## config.mk

```make
export PLATFORM = sky130hd
export DESIGN_NAME = cvt_ctrl
export DESIGN_NICKNAME = d
export VERILOG_FILES = /design/src/hdl/cvt_pkg.sv /design/src/hdl/cvt_ctrl.sv
export SDC_FILE = /design/constraint.sdc
export NUM_CORES = 1
export LEC_CHECK = 0
export CAP_MARGIN = 0
export CORE_MARGIN = 4
export CORE_UTILIZATION = 45
export CTS_CLUSTER_SIZE = 14
export DETAILED_ROUTE_END_ITERATION = 16
export DONT_BUFFER_PORTS = 1
export SYNTH_ARGS = -nofsm -noshare
export SYNTH_HDL_FRONTEND = slang
export SYNTH_SLANG_ARGS = --single-unit
```

## constraint.sdc

```tcl
create_clock -name clk -period 1.7 [get_ports clk]
set_input_delay 0.34 -clock clk [delete_from_list [all_inputs] [get_ports clk]]
set_output_delay 0.34 -clock clk [all_outputs]
set_load 0.01 [all_outputs]
```

## src/hdl/cvt_pkg.sv

```systemverilog
// ----------------------------------------------------------------------------
// cvt_pkg
// Shared constants, command codes and types for the 2D camera view transform.
// ----------------------------------------------------------------------------
package cvt_pkg;

	localparam int FRAC_BITS_DEF   = 16;
	localparam int ANGLE_BITS_DEF  = 16;
	localparam int SCREEN_BITS_DEF = 12;

	localparam int TRIG_BITS  = 30;
	localparam int COORD_W    = 32;
	localparam int ANGLE_W    = 16;
	localparam int VH_W       = 31;
	localparam int SCR_W      = 13;
	localparam int CFG_IDX_W  = 3;
	localparam int CFG_DATA_W = 32;
	localparam int COEF_W     = 34;
	localparam int CAP_BIT    = 34;

	// register indexes
	localparam logic [CFG_IDX_W-1:0] CFG_CAM_X    = 3'd0;
	localparam logic [CFG_IDX_W-1:0] CFG_CAM_Y    = 3'd1;
	localparam logic [CFG_IDX_W-1:0] CFG_ANGLE    = 3'd2;
	localparam logic [CFG_IDX_W-1:0] CFG_VIEW_H   = 3'd3;
	localparam logic [CFG_IDX_W-1:0] CFG_SCREEN_W = 3'd4;
	localparam logic [CFG_IDX_W-1:0] CFG_SCREEN_H = 3'd5;

	localparam logic [VH_W-1:0]  VIEW_H_RST   = 31'd39321600;
	localparam logic [SCR_W-1:0] SCREEN_W_RST = 13'd1280;
	localparam logic [SCR_W-1:0] SCREEN_H_RST = 13'd720;

	// multiplier operand selects
	localparam logic [3:0] MS_NONE  = 4'd0;
	localparam logic [3:0] MS_XX    = 4'd1;
	localparam logic [3:0] MS_PX2   = 4'd2;
	localparam logic [3:0] MS_PX    = 4'd3;
	localparam logic [3:0] MS_A00DX = 4'd4;
	localparam logic [3:0] MS_A01DY = 4'd5;
	localparam logic [3:0] MS_A10DX = 4'd6;
	localparam logic [3:0] MS_A11DY = 4'd7;
	localparam logic [3:0] MS_ULO   = 4'd8;
	localparam logic [3:0] MS_UHI   = 4'd9;
	localparam logic [3:0] MS_VLO   = 4'd10;
	localparam logic [3:0] MS_VHI   = 4'd11;

	// write-back actions
	localparam logic [3:0] WB_NONE = 4'd0;
	localparam logic [3:0] WB_X2   = 4'd1;
	localparam logic [3:0] WB_HORN = 4'd2;
	localparam logic [3:0] WB_TRIG = 4'd3;
	localparam logic [3:0] WB_CS   = 4'd4;
	localparam logic [3:0] WB_ACC  = 4'd5;
	localparam logic [3:0] WB_U    = 4'd6;
	localparam logic [3:0] WB_V    = 4'd7;
	localparam logic [3:0] WB_ABS  = 4'd8;
	localparam logic [3:0] WB_NXLO = 4'd9;
	localparam logic [3:0] WB_NXHI = 4'd10;
	localparam logic [3:0] WB_NYLO = 4'd11;
	localparam logic [3:0] WB_NYHI = 4'd12;
	localparam logic [3:0] WB_DIV  = 4'd13;
	localparam logic [3:0] WB_RND  = 4'd14;

	typedef struct packed {
		logic       accept;
		logic [3:0] mul_sel;
		logic [3:0] wb;
		logic [2:0] hk;
		logic       e;
		logic       load_out;
	} cmd_t;

	typedef struct packed {
		logic div_last;
	} status_t;

	// odd Taylor coefficients of sin over a quarter turn, Q30
	function automatic logic signed [COEF_W-1:0] sin_coef(input logic [2:0] k);
		logic signed [COEF_W-1:0] r;
		case (k)
			3'd0:    r = 34'sd1686629713;
			3'd1:    r = 34'sd693598668;
			3'd2:    r = 34'sd85569305;
			3'd3:    r = 34'sd5026995;
			3'd4:    r = 34'sd172272;
			3'd5:    r = 34'sd3864;
			default: r = 34'sd0;
		endcase
		return r;
	endfunction

endpackage

```

## src/hdl/cvt_ctrl.sv

```systemverilog
// ----------------------------------------------------------------------------
// cvt_ctrl
// Sequencer: matrix rebuild, transform products, division and output word.
// ----------------------------------------------------------------------------
module cvt_ctrl (
	input  logic             clk,
	input  logic             arst_n,
	input  logic             in_valid,
	output logic             in_ready,
	output logic             out_valid,
	input  logic             out_ready,
	input  logic             cfg_hit,
	input  cvt_pkg::status_t status,
	output cvt_pkg::cmd_t    cmd
);
	import cvt_pkg::*;

	localparam logic [4:0] ST_IDLE = 5'd0;
	localparam logic [4:0] ST_TX2  = 5'd1;
	localparam logic [4:0] ST_TX2W = 5'd2;
	localparam logic [4:0] ST_THM  = 5'd3;
	localparam logic [4:0] ST_THW  = 5'd4;
	localparam logic [4:0] ST_TPX  = 5'd5;
	localparam logic [4:0] ST_TPW  = 5'd6;
	localparam logic [4:0] ST_TCS  = 5'd7;
	localparam logic [4:0] ST_M0   = 5'd8;
	localparam logic [4:0] ST_M1   = 5'd9;
	localparam logic [4:0] ST_M2   = 5'd10;
	localparam logic [4:0] ST_M3   = 5'd11;
	localparam logic [4:0] ST_M4   = 5'd12;
	localparam logic [4:0] ST_ABS  = 5'd13;
	localparam logic [4:0] ST_P0   = 5'd14;
	localparam logic [4:0] ST_P1   = 5'd15;
	localparam logic [4:0] ST_P2   = 5'd16;
	localparam logic [4:0] ST_P3   = 5'd17;
	localparam logic [4:0] ST_P4   = 5'd18;
	localparam logic [4:0] ST_DIV  = 5'd19;
	localparam logic [4:0] ST_RND  = 5'd20;
	localparam logic [4:0] ST_OUT  = 5'd21;

	logic [4:0] state_q, state_d;
	logic [2:0] hk_q, hk_d;
	logic       e_q, e_d;
	logic       mvalid_q;
	logic       out_valid_q;
	logic       set_valid;
	logic       accept;

	assign in_ready  = (state_q == ST_IDLE);
	assign accept    = in_valid && in_ready;
	assign out_valid = out_valid_q;

	always_comb begin
		state_d      = state_q;
		hk_d         = hk_q;
		e_d          = e_q;
		set_valid    = 1'b0;
		cmd          = '0;
		cmd.hk       = hk_q;
		cmd.e        = e_q;
		cmd.accept   = accept;
		case (state_q)
			ST_IDLE: begin
				if (accept) begin
					e_d     = 1'b0;
					state_d = mvalid_q ? ST_M0 : ST_TX2;
				end
			end
			ST_TX2: begin
				cmd.mul_sel = MS_XX;
				state_d     = ST_TX2W;
			end
			ST_TX2W: begin
				cmd.wb  = WB_X2;
				hk_d    = 3'd4;
				state_d = ST_THM;
			end
			ST_THM: begin
				cmd.mul_sel = MS_PX2;
				state_d     = ST_THW;
			end
			ST_THW: begin
				cmd.wb = WB_HORN;
				if (hk_q == 3'd0) begin
					state_d = ST_TPX;
				end else begin
					hk_d    = hk_q - 3'd1;
					state_d = ST_THM;
				end
			end
			ST_TPX: begin
				cmd.mul_sel = MS_PX;
				state_d     = ST_TPW;
			end
			ST_TPW: begin
				cmd.wb = WB_TRIG;
				if (!e_q) begin
					e_d     = 1'b1;
					state_d = ST_TX2;
				end else begin
					state_d = ST_TCS;
				end
			end
			ST_TCS: begin
				cmd.wb    = WB_CS;
				set_valid = 1'b1;
				state_d   = ST_M0;
			end
			ST_M0: begin
				cmd.mul_sel = MS_A00DX;
				state_d     = ST_M1;
			end
			ST_M1: begin
				cmd.mul_sel = MS_A01DY;
				cmd.wb      = WB_ACC;
				state_d     = ST_M2;
			end
			ST_M2: begin
				cmd.mul_sel = MS_A10DX;
				cmd.wb      = WB_U;
				state_d     = ST_M3;
			end
			ST_M3: begin
				cmd.mul_sel = MS_A11DY;
				cmd.wb      = WB_ACC;
				state_d     = ST_M4;
			end
			ST_M4: begin
				cmd.wb  = WB_V;
				state_d = ST_ABS;
			end
			ST_ABS: begin
				cmd.wb  = WB_ABS;
				state_d = ST_P0;
			end
			ST_P0: begin
				cmd.mul_sel = MS_ULO;
				state_d     = ST_P1;
			end
			ST_P1: begin
				cmd.mul_sel = MS_UHI;
				cmd.wb      = WB_NXLO;
				state_d     = ST_P2;
			end
			ST_P2: begin
				cmd.mul_sel = MS_VLO;
				cmd.wb      = WB_NXHI;
				state_d     = ST_P3;
			end
			ST_P3: begin
				cmd.mul_sel = MS_VHI;
				cmd.wb      = WB_NYLO;
				state_d     = ST_P4;
			end
			ST_P4: begin
				cmd.wb  = WB_NYHI;
				state_d = ST_DIV;
			end
			ST_DIV: begin
				cmd.wb = WB_DIV;
				if (status.div_last) begin
					state_d = ST_RND;
				end
			end
			ST_RND: begin
				cmd.wb  = WB_RND;
				state_d = ST_OUT;
			end
			ST_OUT: begin
				// hold until the output register is free
				if (!out_valid_q || out_ready) begin
					cmd.load_out = 1'b1;
					state_d      = ST_IDLE;
				end
			end
			default: begin
				state_d = ST_IDLE;
			end
		endcase
	end

	always_ff @(posedge clk or negedge arst_n) begin
		if (!arst_n) begin
			state_q     <= ST_IDLE;
			hk_q        <= 3'd0;
			e_q         <= 1'b0;
			mvalid_q    <= 1'b0;
			out_valid_q <= 1'b0;
		end else begin
			state_q <= state_d;
			hk_q    <= hk_d;
			e_q     <= e_d;
			if (cfg_hit) begin
				mvalid_q <= 1'b0;
			end else if (set_valid) begin
				mvalid_q <= 1'b1;
			end
			if (cmd.load_out) begin
				out_valid_q <= 1'b1;
			end else if (out_ready) begin
				out_valid_q <= 1'b0;
			end
		end
	end

endmodule

```

* Yosys cells after proc, flatten, opt, wreduce, memory -nomap -nowiden
Cells that the tools add are included.
** Storage, ports and cells
- Register bits :: 11
- Input port bits :: 6
- Logic and storage cells :: 64
** Operators by class
- Add/sub/neg operators :: 1
- Equal/unequal tests :: 25
- Mux-type cells :: 20
- Reductions and logical operators :: 13
** Operators with widths (number)
- $pmux 5 s22 :: 1
- $pmux 4 s14 :: 1
- $pmux 4 s11 :: 1
- $eq 5x4->1 const B :: 8
- $eq 5x5->1 const B :: 6
- $eq 5x3->1 const B :: 4
- $mux 5 :: 3
- $eq 5x2->1 const B :: 2
- $mux 3 :: 3
- $mux 1 :: 8
- $reduce_bool 2->1 :: 4
- $ne 2x2->1 const B :: 3
- $pmux 3 s2 :: 1
- $eq 5x1->1 const B :: 1
- $logic_not 5->1 :: 1
- $mux 4 :: 1
- $reduce_and 2->1 :: 2
- $logic_not 3->1 :: 1
- $reduce_and 3->1 :: 1
- $sub 3x1->3 const B :: 1
- $ne 2x1->1 const B :: 1
- $pmux 1 s2 :: 1
- $reduce_or 2->1 :: 1
- $logic_and 1x1->1 :: 1
- 2 further kinds :: 2

* Depth between registers and ports, before layout
Gate-level depths: netlist of run 1.
- Word-level depth :: 5
- Depth in mapped cells :: 6
- Depth with buffers taken out :: 6

* Worst setup path after synthesis of run 1
OpenSTA, ideal clock, no wires.
- Path type :: register to output
- Start point :: register state_q[4]
- End point :: output port cmd[13] (netlist bit)
- Arrival time :: 1.460 ns
- Slack :: -0.100 ns
- Cell stages (with the launch flop) :: 6
- Buffers on the path :: 2
- Cell sequence :: dfrtp_1 buf_6 or3_4 nor3_1 and2_1 buf_4
** Between the ends
- Cells in the longest elaborated chain, start to end :: 2
** Ends and longest elaborated chain
- from (decl) :: line cvt_ctrl.sv:41 : logic [4:0] state_q, state_d;
- from (signal assigned) :: line cvt_ctrl.sv:190 : state_q <= state_d;
- $logic_not 5->1 :: line cvt_ctrl.sv:49 : assign in_ready = (state_q == ST_IDLE);
- net in_ready :: line cvt_ctrl.sv:9 : output logic in_ready,
- $logic_and 1x1->1 :: line cvt_ctrl.sv:50 : assign accept = in_valid && in_ready;
- to (decl) :: line cvt_ctrl.sv:14 : output cvt_pkg::cmd_t cmd
The timed path passes the listed nets, and every way through them passes these cells.

==> results of run 1 <==
==> where the power goes <==
part / internal, mW / leakage, nW / switching (mW)
logic: 1.17 / 0.507 / 1.30
registers: 0.365 / 0.134 / 0.136
clock network: 0.0913 / 0.0150 / 0.100
==> stage by stage <==
step,std cells,total power [mW]
floorplan,132,1.785
global placement,171,2.302
detailed placement,171,2.300
CTS,186,2.844
global route,193,3.385
finish,193,3.164
==> layer usage <==
metal  global-route usage (%)  routed length, um  vias to the layer above
li1                         -                  -                      556
met5                        0                  0                        -
met2                    32.51               1676                       84
met1                    25.63               1341                      580
met3                    6.667                368                       11
met4                    7.458                 70                        0
==> worst max-delay path, stage by stage (launching register included) <==
cell and delay (ns):
dfrtp_2 0.43, buf_6 0.15, nor2b_4 0.16, a21oi_2 0.04, o21a_1 0.18, o32ai_2 0.11
buf_4 0.17
==> layout make-up <==
type	instances	area, sq um	share of cell area [%]
sequential	11	279.0	18.51
tap	28	35.03	2.324
timing repair buffer	42	352.8	23.40
clock buffer	4	26.28	1.743
multi-input combinational	102	792.0	52.53
inverter	6	22.52	1.494
==> worst paths after layout <==
check,to,cells after the start,startpoint
setup / recovery,cmd[6],6,state_q[3]
hold / removal,mvalid_q,1,cfg_hit
setup reg to reg,hk_q[2],6,state_q[3]
hold reg to reg,mvalid_q,2,mvalid_q
max in group asynchronous,state_q[2],1,arst_n
min in group asynchronous,state_q[4],1,arst_n
==> state kept, by name (all words and copies together) (netlist names) <==
name / count
state_q: 5
hk_q: 3
e_q: 1
mvalid_q: 1
out_valid: 1
==> cells in the mapped netlist (all sizes together) (2+ instances only) <==
cell,number
buf,13
a21oi,11
dfrtp,11
o21ai,11
nand2,10
nor2,8
inv,6
nor2b,6
nand3,5
o22ai,5
nand2b,4
nor3,4
mux2i,3
nor3b,3
a21o,2
a22o,2
a22oi,2
a41oi,2
ha,2
nor4,2
o211ai,2
==> logic make-up (layout without fill, tap and decap cells) <==
group	count (synthesis)	after routing	synth area share (%)
AOI/OAI and AO/OA	49	49	30.51
xor gates and xnor gates	1	1	0.8247
adders and majority gates	2	2	2.355
buffers and inverters	19	52	10.60
DFF	11	11	25.91
muxes	3	3	2.827
and+or+nand+nor	47	47	26.97
==> repair_timing <==
item	4_1_cts	5_1_grt
endpoints found under the hold margin	11	0
pin swaps	7	3
hold buffers	1	0
cloned	0	0
resized for setup	29	20
setup endpoints to repair	10	11
buffers inserted	10	7
==> results.tsv, run 1 <==
stage	metric	value	unit
synth	ys_seq_elements	11	
sta	finalSetupViolCount	10	
worst_setup_path	required	1.36	ns
synth	syn_area_per_cell	8.047	sq um
place	gp_congestion	0.8848	
floorplan	die_area	0.003202	sq mm
detailed_routing	first_iter_violations	78	
worst_setup_path	critPathKind	flip-flop to output pin	
detailed_routing	drcViolationCount	0	
synth	yosys_warnings	0	
status	violations	negative setup slack	
global_routing	grt_max_degree	19	
sta	fin_skew	0.003249	ns
detailed_routing	dr_total_vias	1231	
layout	syn2layout_area_growth	41.93	%
synth	async_reset_ff_share	100.0	%
synth	synthFlopType	dfrtp_1	
sta	finalHoldViolCount	0	
clocking	cts_tree	done	
synth	synth_area_leader_cell	dfrtp_1	
global_routing	antenna_found_initial	0	
global_routing	gr-total-overflow	0	
floorplan	io_pins	22	
sta	slew_headroom	60.89	%
detailed_routing	final_antenna_net_count	0	
floorplan	core	0.002233	sq mm
layout	post-route-util	67.51	%
layout	mostFrequentLayoutCell	buf_4	
detailed_routing	drtPass1Iterations	4	
layout	nets	174	
synth	synth_cell_types	45	
place	post-place-ws	0.07666	ns
status	outcome	complete, but fails checks	
clocking	clock_latency	0.28	ns
synth	synth_area	0.001062	sq mm
power_and_ir_drop	power.leakage	0.6558	nW
synth	netlist.area_leader.share	25.91	%
sta	holdWs	0.1145	ns
floorplan	core.rowCount	17	
sta	worst_pin_slew	0.5847	ns
layout	final_cell_mix	buf_4, a21oi_1, o21ai_0, dfrtp_1	
flow_run	max_cap_violations	0	
worst_setup_path	cp-start-kind	flip-flop	
floorplan	die_height	56.59	um
global_routing	track_usage	20.47	%
place	port_buffers	0	
sta	worst_slack	-0.1687	ns
min_path	holdCritPathClass	input pin to flip-flop	
layout	final.fill_count	162	
synth	yosysSeqAreaShare	25.91	%
floorplan	chipWidth	56.59	um
synth	synth_fp_nets	140	
sta	rsz0062_at_grt	yes	
synth	synth_edf_count	0	
worst_setup_path	end_kind	output pin	
layout	diodes	0	
worst_setup_path	r2r_slack	0.05	ns
sta	tns	-0.7115	ns
sta	max_clock_freq	535.1	MHz
power_and_ir_drop	vdd.ir_drop.worst	1.223	mV
global_routing	grt_pass1_wl	5250	um
floorplan	initial_core_util	47.56	%
synth	synth_cells	132	
place	dp_hpwl	2113	um
place	placed_cell_area	0.001192	sq mm
clocking	cts_root_buf	clkbuf_4	
synth	yosys-top-cells-area	dfrtp_1, a21oi_1, o21ai_0	
detailed_routing	wl_per_cell	17.91	um
detailed_routing	wirelength	3456	um
layout	drive_gt1_share	47.27	%
sta	slew_viol_final	0	
clocking	cts_max_path_buffers	2	
worst_setup_path	arrival	1.53	ns
detailed_routing	vias_per_cell	6.378	
clocking	cts_buffers	3	
clocking	path_clk_slew	0.07	ns
clocking	cts_max_level	1	
layout	stdcell_area	0.001508	sq mm
global_routing	grt_pass1_vias	1080	
clocking	clkSinkCount	11	
sta	finalCritPeriodShare	109.9	%
power_and_ir_drop	power_density	2099	mW/mm^2
worst_setup_path	crit_fanout	4	
sta	fin_crit	1.869	ns
Note: power is estimated with default switching activity, not from simulation.
==> run 2: changes to the inputs <==
--- a/config.mk
+++ b/config.mk
@@ -11,6 +11,7 @@
 export CTS_CLUSTER_SIZE = 14
 export DETAILED_ROUTE_END_ITERATION = 16
 export DONT_BUFFER_PORTS = 1
+export SKIP_CTS_REPAIR_TIMING = 1
 export SYNTH_ARGS = -nofsm -noshare
 export SYNTH_HDL_FRONTEND = slang
 export SYNTH_SLANG_ARGS = --single-unit
==> run 2 against run 1 <==
The flow still finishes with violations (negative setup slack). First-iteration DRC count down 26%. Routed wire length down 8.4%. Count of clock-buffer cells in the layout unchanged. Clock skew down 0.0022 ns. Flip-flop and latch count unchanged. Combinational power down 15%. Clock power down 2%. Global-route usage down 1.9 points. Critical path depth unchanged. Fmax about the same. Utilization down 7.2 points. Hold slack better by 0.0055 ns. Critical path type unchanged. Largest cell class unchanged.
==> results.tsv, run 2 (same netlist as run 1, synthesis figures left out) <==
stage	metric	value	unit
status	outcome	complete, but fails checks	
status	violations	negative setup slack	
floorplan	die_height	56.59	um
sta	fin_skew	0.001005	ns
global_routing	grt_pass1_wl	4747	um
layout	max_flop_register	state_q	
worst_setup_path	crit_buf_inv	2	
floorplan	core.rowCount	17	
worst_setup_path	crit_fanout	6	
worst_setup_path	critPathKind	flip-flop to output pin	
flow_run	max_cap_violations	0	
worst_setup_path	cp-start-kind	flip-flop	
worst_setup_path	required	1.36	ns
layout	mostFrequentLayoutCell	buf_4	
place	placed_cell_area	0.001192	sq mm
detailed_routing	vias_per_cell	6.022	
sta	finalHoldViolCount	0	
layout	reg_top3	state_q: 5 flops, hk_q: 3 flops	
layout	drive_gt1_share	35.26	%
sta	finalSetupViolCount	10	
worst_setup_path	cp_slowest_stage_delay	0.46	ns
clocking	cts_tree	done	
sta	finalCritPeriodShare	109.8	%
worst_setup_path	end_kind	output pin	
sta	tns	-1.102	ns
power_and_ir_drop	power_density	2082	mW/mm^2
layout	stdcell_area	0.001346	sq mm
worst_setup_path	arrival	1.53	ns
place	gp_congestion	0.8848	
global_routing	antenna_found_initial	0	
min_path	hp-start	cfg_hit	
worst_setup_path	r2r_slack	0.06	ns
place	dp_hpwl	2113	um
sta	worst_pin_slew	0.5792	ns
floorplan	initial_core_util	47.56	%
worst_setup_path	crit_top_cell	buf_4	
worst_setup_path	crit_slowest_cell	dfrtp_2	
sta	slew_viol_final	0	
global_routing	grt_pass1_vias	949	
layout	regArea	279.0	sq um
floorplan	core	0.002233	sq mm
layout	final_cell_mix	buf_4, o21ai_0, a21oi_1, nand2_1, dfrtp_1	
global_routing	track_usage	18.61	%
worst_setup_path	path_cells	buf_4 -> nor2_4 -> nand2_2 -> o21a_1 -> o32ai_2 -> buf_4	
clocking	cts_root_buf	clkbuf_4	
sta	max_clock_freq	535.6	MHz
layout	diodes	0	
detailed_routing	dr_total_vias	1108	
detailed_routing	first_iter_violations	58	
floorplan	io_pins	22	
clocking	path_clk_slew	0.07	ns
detailed_routing	wirelength	3167	um
layout	nets	165	
worst_setup_path	cp_top_family	flip-flops	
detailed_routing	wl_per_cell	17.21	um
detailed_routing	drtPass1Iterations	4	
global_routing	gr-total-overflow	0	
worst_setup_path	rr_worst_depth	6	
layout	multiInputGateArea	724.4	sq um
worst_setup_path	rr_startpoint	state_q[3]	
floorplan	chipWidth	56.59	um
detailed_routing	drcViolationCount	0	
sta	rsz0062_at_grt	yes	
clocking	cts_buffers	3	
layout	final.fill_count	200	
sta	worst_slack	-0.1669	ns
power_and_ir_drop	vdd.ir_drop.worst	1.068	mV
sta	fin_crit	1.867	ns
clocking	clock_latency	0.27	ns
worst_setup_path	crit_path_start	state_q[3]	
worst_setup_path	crit_path_end	cmd[6]	
worst_setup_path	worstReg2RegEnd	state_q[1]	
place	port_buffers	0	
sta	slew_headroom	61.26	%
power_and_ir_drop	power.leakage	0.5737	nW
clocking	clkSinkCount	11	
layout	syn2layout_area_growth	26.74	%
worst_setup_path	cp_num_cells	6	
detailed_routing	final_antenna_net_count	0	
floorplan	die_area	0.003202	sq mm
layout	largest_register_ffs	5	
min_path	holdCritPathClass	input pin to flip-flop	
clocking	cts_max_path_buffers	2	
clocking	cts_max_level	1	
global_routing	grt_max_degree	19	
[run 2: layer usage]
| metal | wire [um] | share of wire [%] | vias to the layer above | global-route usage [%] |
|---|---|---|---|---|
| met3 | 272 | 8.6 | 12 | 5.287 |
| li1 | - | - | 534 | - |
| met1 | 1309 | 41 | 501 | 25.49 |
| met2 | 1486 | 47 | 61 | 28.88 |
| met5 | 0 | 0 | - | 0 |
| met4 | 99 | 3.1 | 0 | 4.068 |
[run 2: area by class of cell]
| class | count | share of cell area [%] |
|---|---|---|
| multi-input combinational | 102 | 53.81 |
| timing repair buffer | 33 | 19.24 |
| tap | 28 | 2.602 |
| inverter | 6 | 1.673 |
| clock buffer | 4 | 1.952 |
| sequential | 11 | 20.72 |
[run 2: worst min path at each step]
| stage | to | slack [ns] | cells past startpoint |
|---|---|---|---|
| 6_report | mvalid_q | 0.12 | 1 |
| 5_1_grt | mvalid_q | 0.10 | 1 |
| 3_3_place_gp | state_q[4] | 0.04 | 0 |
| 2_1_floorplan | e_q | 0.04 | 0 |
| 4_1_cts | state_q[2] | -0.25 | 0 |
| 3_5_place_dp | state_q[4] | 0.05 | 0 |
[run 2: report_power, final]
part | switching (mW) | internal (mW)
registers | 0.137 | 0.365
logic | 1.15 | 0.959
clock network | 0.0963 | 0.0910
total | 1.39 | 1.42
[run 2: per-stage QoR]
step	util (%)	hold slack [ns]	setup slack [ns]	cells	total power, mW
floorplan	-	0.04441	0.02138	132	1.785
CTS	54.57	-0.2548	-0.2307	175	2.492
global route	60.28	0.1046	-0.2736	184	3.043
finish	60.28	0.1201	-0.1669	184	2.803
global placement	53.39	0.04483	0.07655	171	2.302
detailed placement	53.39	0.04507	0.07666	171	2.300
==> run 3: changes to the inputs <==
--- a/config.mk
+++ b/config.mk
@@ -7,7 +7,7 @@
 export LEC_CHECK = 0
 export CAP_MARGIN = 0
 export CORE_MARGIN = 4
-export CORE_UTILIZATION = 45
+export CORE_UTILIZATION = 40
 export CTS_CLUSTER_SIZE = 14
 export DETAILED_ROUTE_END_ITERATION = 16
 export DONT_BUFFER_PORTS = 1
==> run 3 against run 2 <==
The flow still finishes with violations (negative setup slack). Combinational power down 2%. Routed wire length down 8.7%. Largest cell class unchanged. Critical endpoint unchanged. Clock power down 4%. Clock skew up 0.0020 ns. Critical path type unchanged. Hold slack better by 0.0074 ns. Largest power group unchanged. Sequential power up 7.0%. Via count down 2.4%.
==> results.tsv, run 3 (same netlist as run 1, synthesis figures left out) <==
stage	metric	value	unit
sta	fin_crit	1.810	ns
global_routing	grt_pass1_vias	989	
clocking	cts_tree	done	
worst_setup_path	worstReg2RegEnd	state_q[2]	
detailed_routing	first_iter_violations	28	
sta	holdWs	0.1275	ns
flow_run	max_cap_violations	0	
sta	tns	-0.6203	ns
clocking	cts_buffers	3	
worst_setup_path	crit_path_start	state_q[3]	
global_routing	grt_max_degree	16	
sta	fin_skew	0.003025	ns
layout	max_flop_register	state_q	
sta	finalSetupViolCount	10	
detailed_routing	wirelength	2891	um
floorplan	die_height	59.54	um
power_and_ir_drop	power.leakage	0.5718	nW
detailed_routing	drcViolationCount	0	
worst_setup_path	cp-start-kind	flip-flop	
global_routing	gr-total-overflow	0	
sta	max_clock_freq	552.4	MHz
sta	finalHoldViolCount	0	
place	dp_hpwl	2147	um
worst_setup_path	critPathKind	flip-flop to output pin	
clocking	cts_max_path_buffers	2	
global_routing	track_usage	17.26	%
detailed_routing	vias_per_cell	5.875	
sta	worst_pin_slew	0.5388	ns
floorplan	core.rowCount	18	
detailed_routing	wl_per_cell	15.71	um
worst_setup_path	end_kind	output pin	
layout	largest_register_ffs	5	
floorplan	initial_core_util	42.49	%
place	post-place-ws	0.04918	ns
worst_setup_path	r2r_slack	0.09	ns
worst_setup_path	cp_slowest_stage_delay	0.49	ns
layout	drive_gt1_share	35.06	%
sta	rsz0062_at_grt	yes	
detailed_routing	dr_total_vias	1081	
worst_setup_path	rr_startpoint	state_q[1]	
layout	mostFrequentLayoutCell	buf_4	
worst_setup_path	path_cells	nor2_2 -> nand2_1 -> o21a_1 -> o32ai_2 -> buf_4	
layout	final.fill_count	244	
clocking	cts_max_level	1	
layout	syn2layout_area_growth	26.62	%
detailed_routing	drtPass1Iterations	4	
floorplan	core	0.002500	sq mm
min_path	holdCritPathClass	input pin to flip-flop	
floorplan	io_pins	22	
power_and_ir_drop	total_power	2.771	mW
worst_setup_path	crit_path_end	cmd[6]	
worst_setup_path	required	1.36	ns
sta	slew_headroom	63.96	%
layout	nets	163	
power_and_ir_drop	power_density	2060	mW/mm^2
power_and_ir_drop	power_frac_seq	19.4	%
clocking	clock_latency	0.27	ns
power_and_ir_drop	p_sw_share	48.21	%
detailed_routing	final_antenna_net_count	0	
worst_setup_path	rr_worst_depth	6	
power_and_ir_drop	p_clk_share	6.5	%
power_and_ir_drop	combPwrFrac	74.2	%
clocking	cts_root_buf	clkbuf_4	
place	gp_congestion	0.9157	
power_and_ir_drop	internal-power	1.435	mW
floorplan	chipWidth	59.54	um
worst_setup_path	arrival	1.47	ns
place	port_buffers	0	
power_and_ir_drop	p_switching	1.336	mW
power_and_ir_drop	vdd.ir_drop.worst	1.169	mV
worst_setup_path	crit_slowest_cell	dfrtp_2	
clocking	clkSinkCount	11	
status	violations	negative setup slack	
worst_setup_path	crit_fanout	9	
sta	slew_viol_final	0	
layout	diodes	0	
layout	reg_top3	state_q: 5 flops, hk_q: 3 flops	
global_routing	antenna_found_initial	0	
floorplan	die_area	0.003544	sq mm
sta	finalCritPeriodShare	106.5	%
clocking	path_clk_slew	0.07	ns
global_routing	grt_pass1_wl	4726	um
layout	final_cell_mix	buf_4, a21oi_1, nand2_1, o21ai_0, nor2_1	
status	outcome	complete, but fails checks	
sta	worst_slack	-0.1103	ns
-- run 3: cell count changes in the layout (fill, tap and decap cells not counted), moves of 2 or more --
| cell | delta |
|---|---|
| nor2b_4 | +2 |
| dfrtp_2 | +2 |
| dfrtp_1 | -2 |
| nor2b_1 | -2 |
-- run 3: how the worst min path moves through the flow --
stage	depth (start not counted)	from	end
5_1_grt	1	cfg_hit	mvalid_q
2_1_floorplan	0	arst_n	e_q
3_3_place_gp	0	arst_n	state_q[4]
4_1_cts	0	arst_n	state_q[3]
6_report	1	cfg_hit	mvalid_q
3_5_place_dp	0	arst_n	state_q[4]
-- run 3: stage by stage --
step,cells,area [sq um],utilization (%)
floorplan,132,1067,-
global placement,174,1202,48.10
detailed placement,174,1202,48.10
CTS,178,1229,49.15
global route,184,1345,53.80
finish,184,1345,53.80
-- run 3: layer usage --
layer / GRT usage [%] / wire (um)
met1: 25.27 / 1290
met2: 26.21 / 1414
met3: 4.357 / 178
met4: 2.215 / 8
met5: 0 / 0
-- run 3: worst max-delay path: cells and delay by family, from the launching register on --
family                 cells  cell delay (ns)
DFF                        1             0.49
and+or+nand+nor            2             0.30
AOI/OAI and AO/OA          2             0.25
buffers and inverters      1             0.16
-- run 3: power groups by stage --
stage	registers [mW]	clock network, mW	logic, mW
2_1_floorplan	0.452	0	1.33
5_1_grt	0.558	0.205	2.26
3_3_place_gp	0.519	0	1.80
3_5_place_dp	0.522	0	1.81
4_1_cts	0.518	0.188	1.81
6_report	0.537	0.179	2.06
-- run 3: final cells by class --
class                      instances  area, sq um  share of cell area, %
tap                               30        37.54                  2.791
clock buffer                       4        26.28                  1.953
multi-input combinational        102        734.5                  54.60
timing repair buffer              31        242.7                  18.05
inverter                           6        22.52                  1.674
sequential                        11        281.5                  20.93
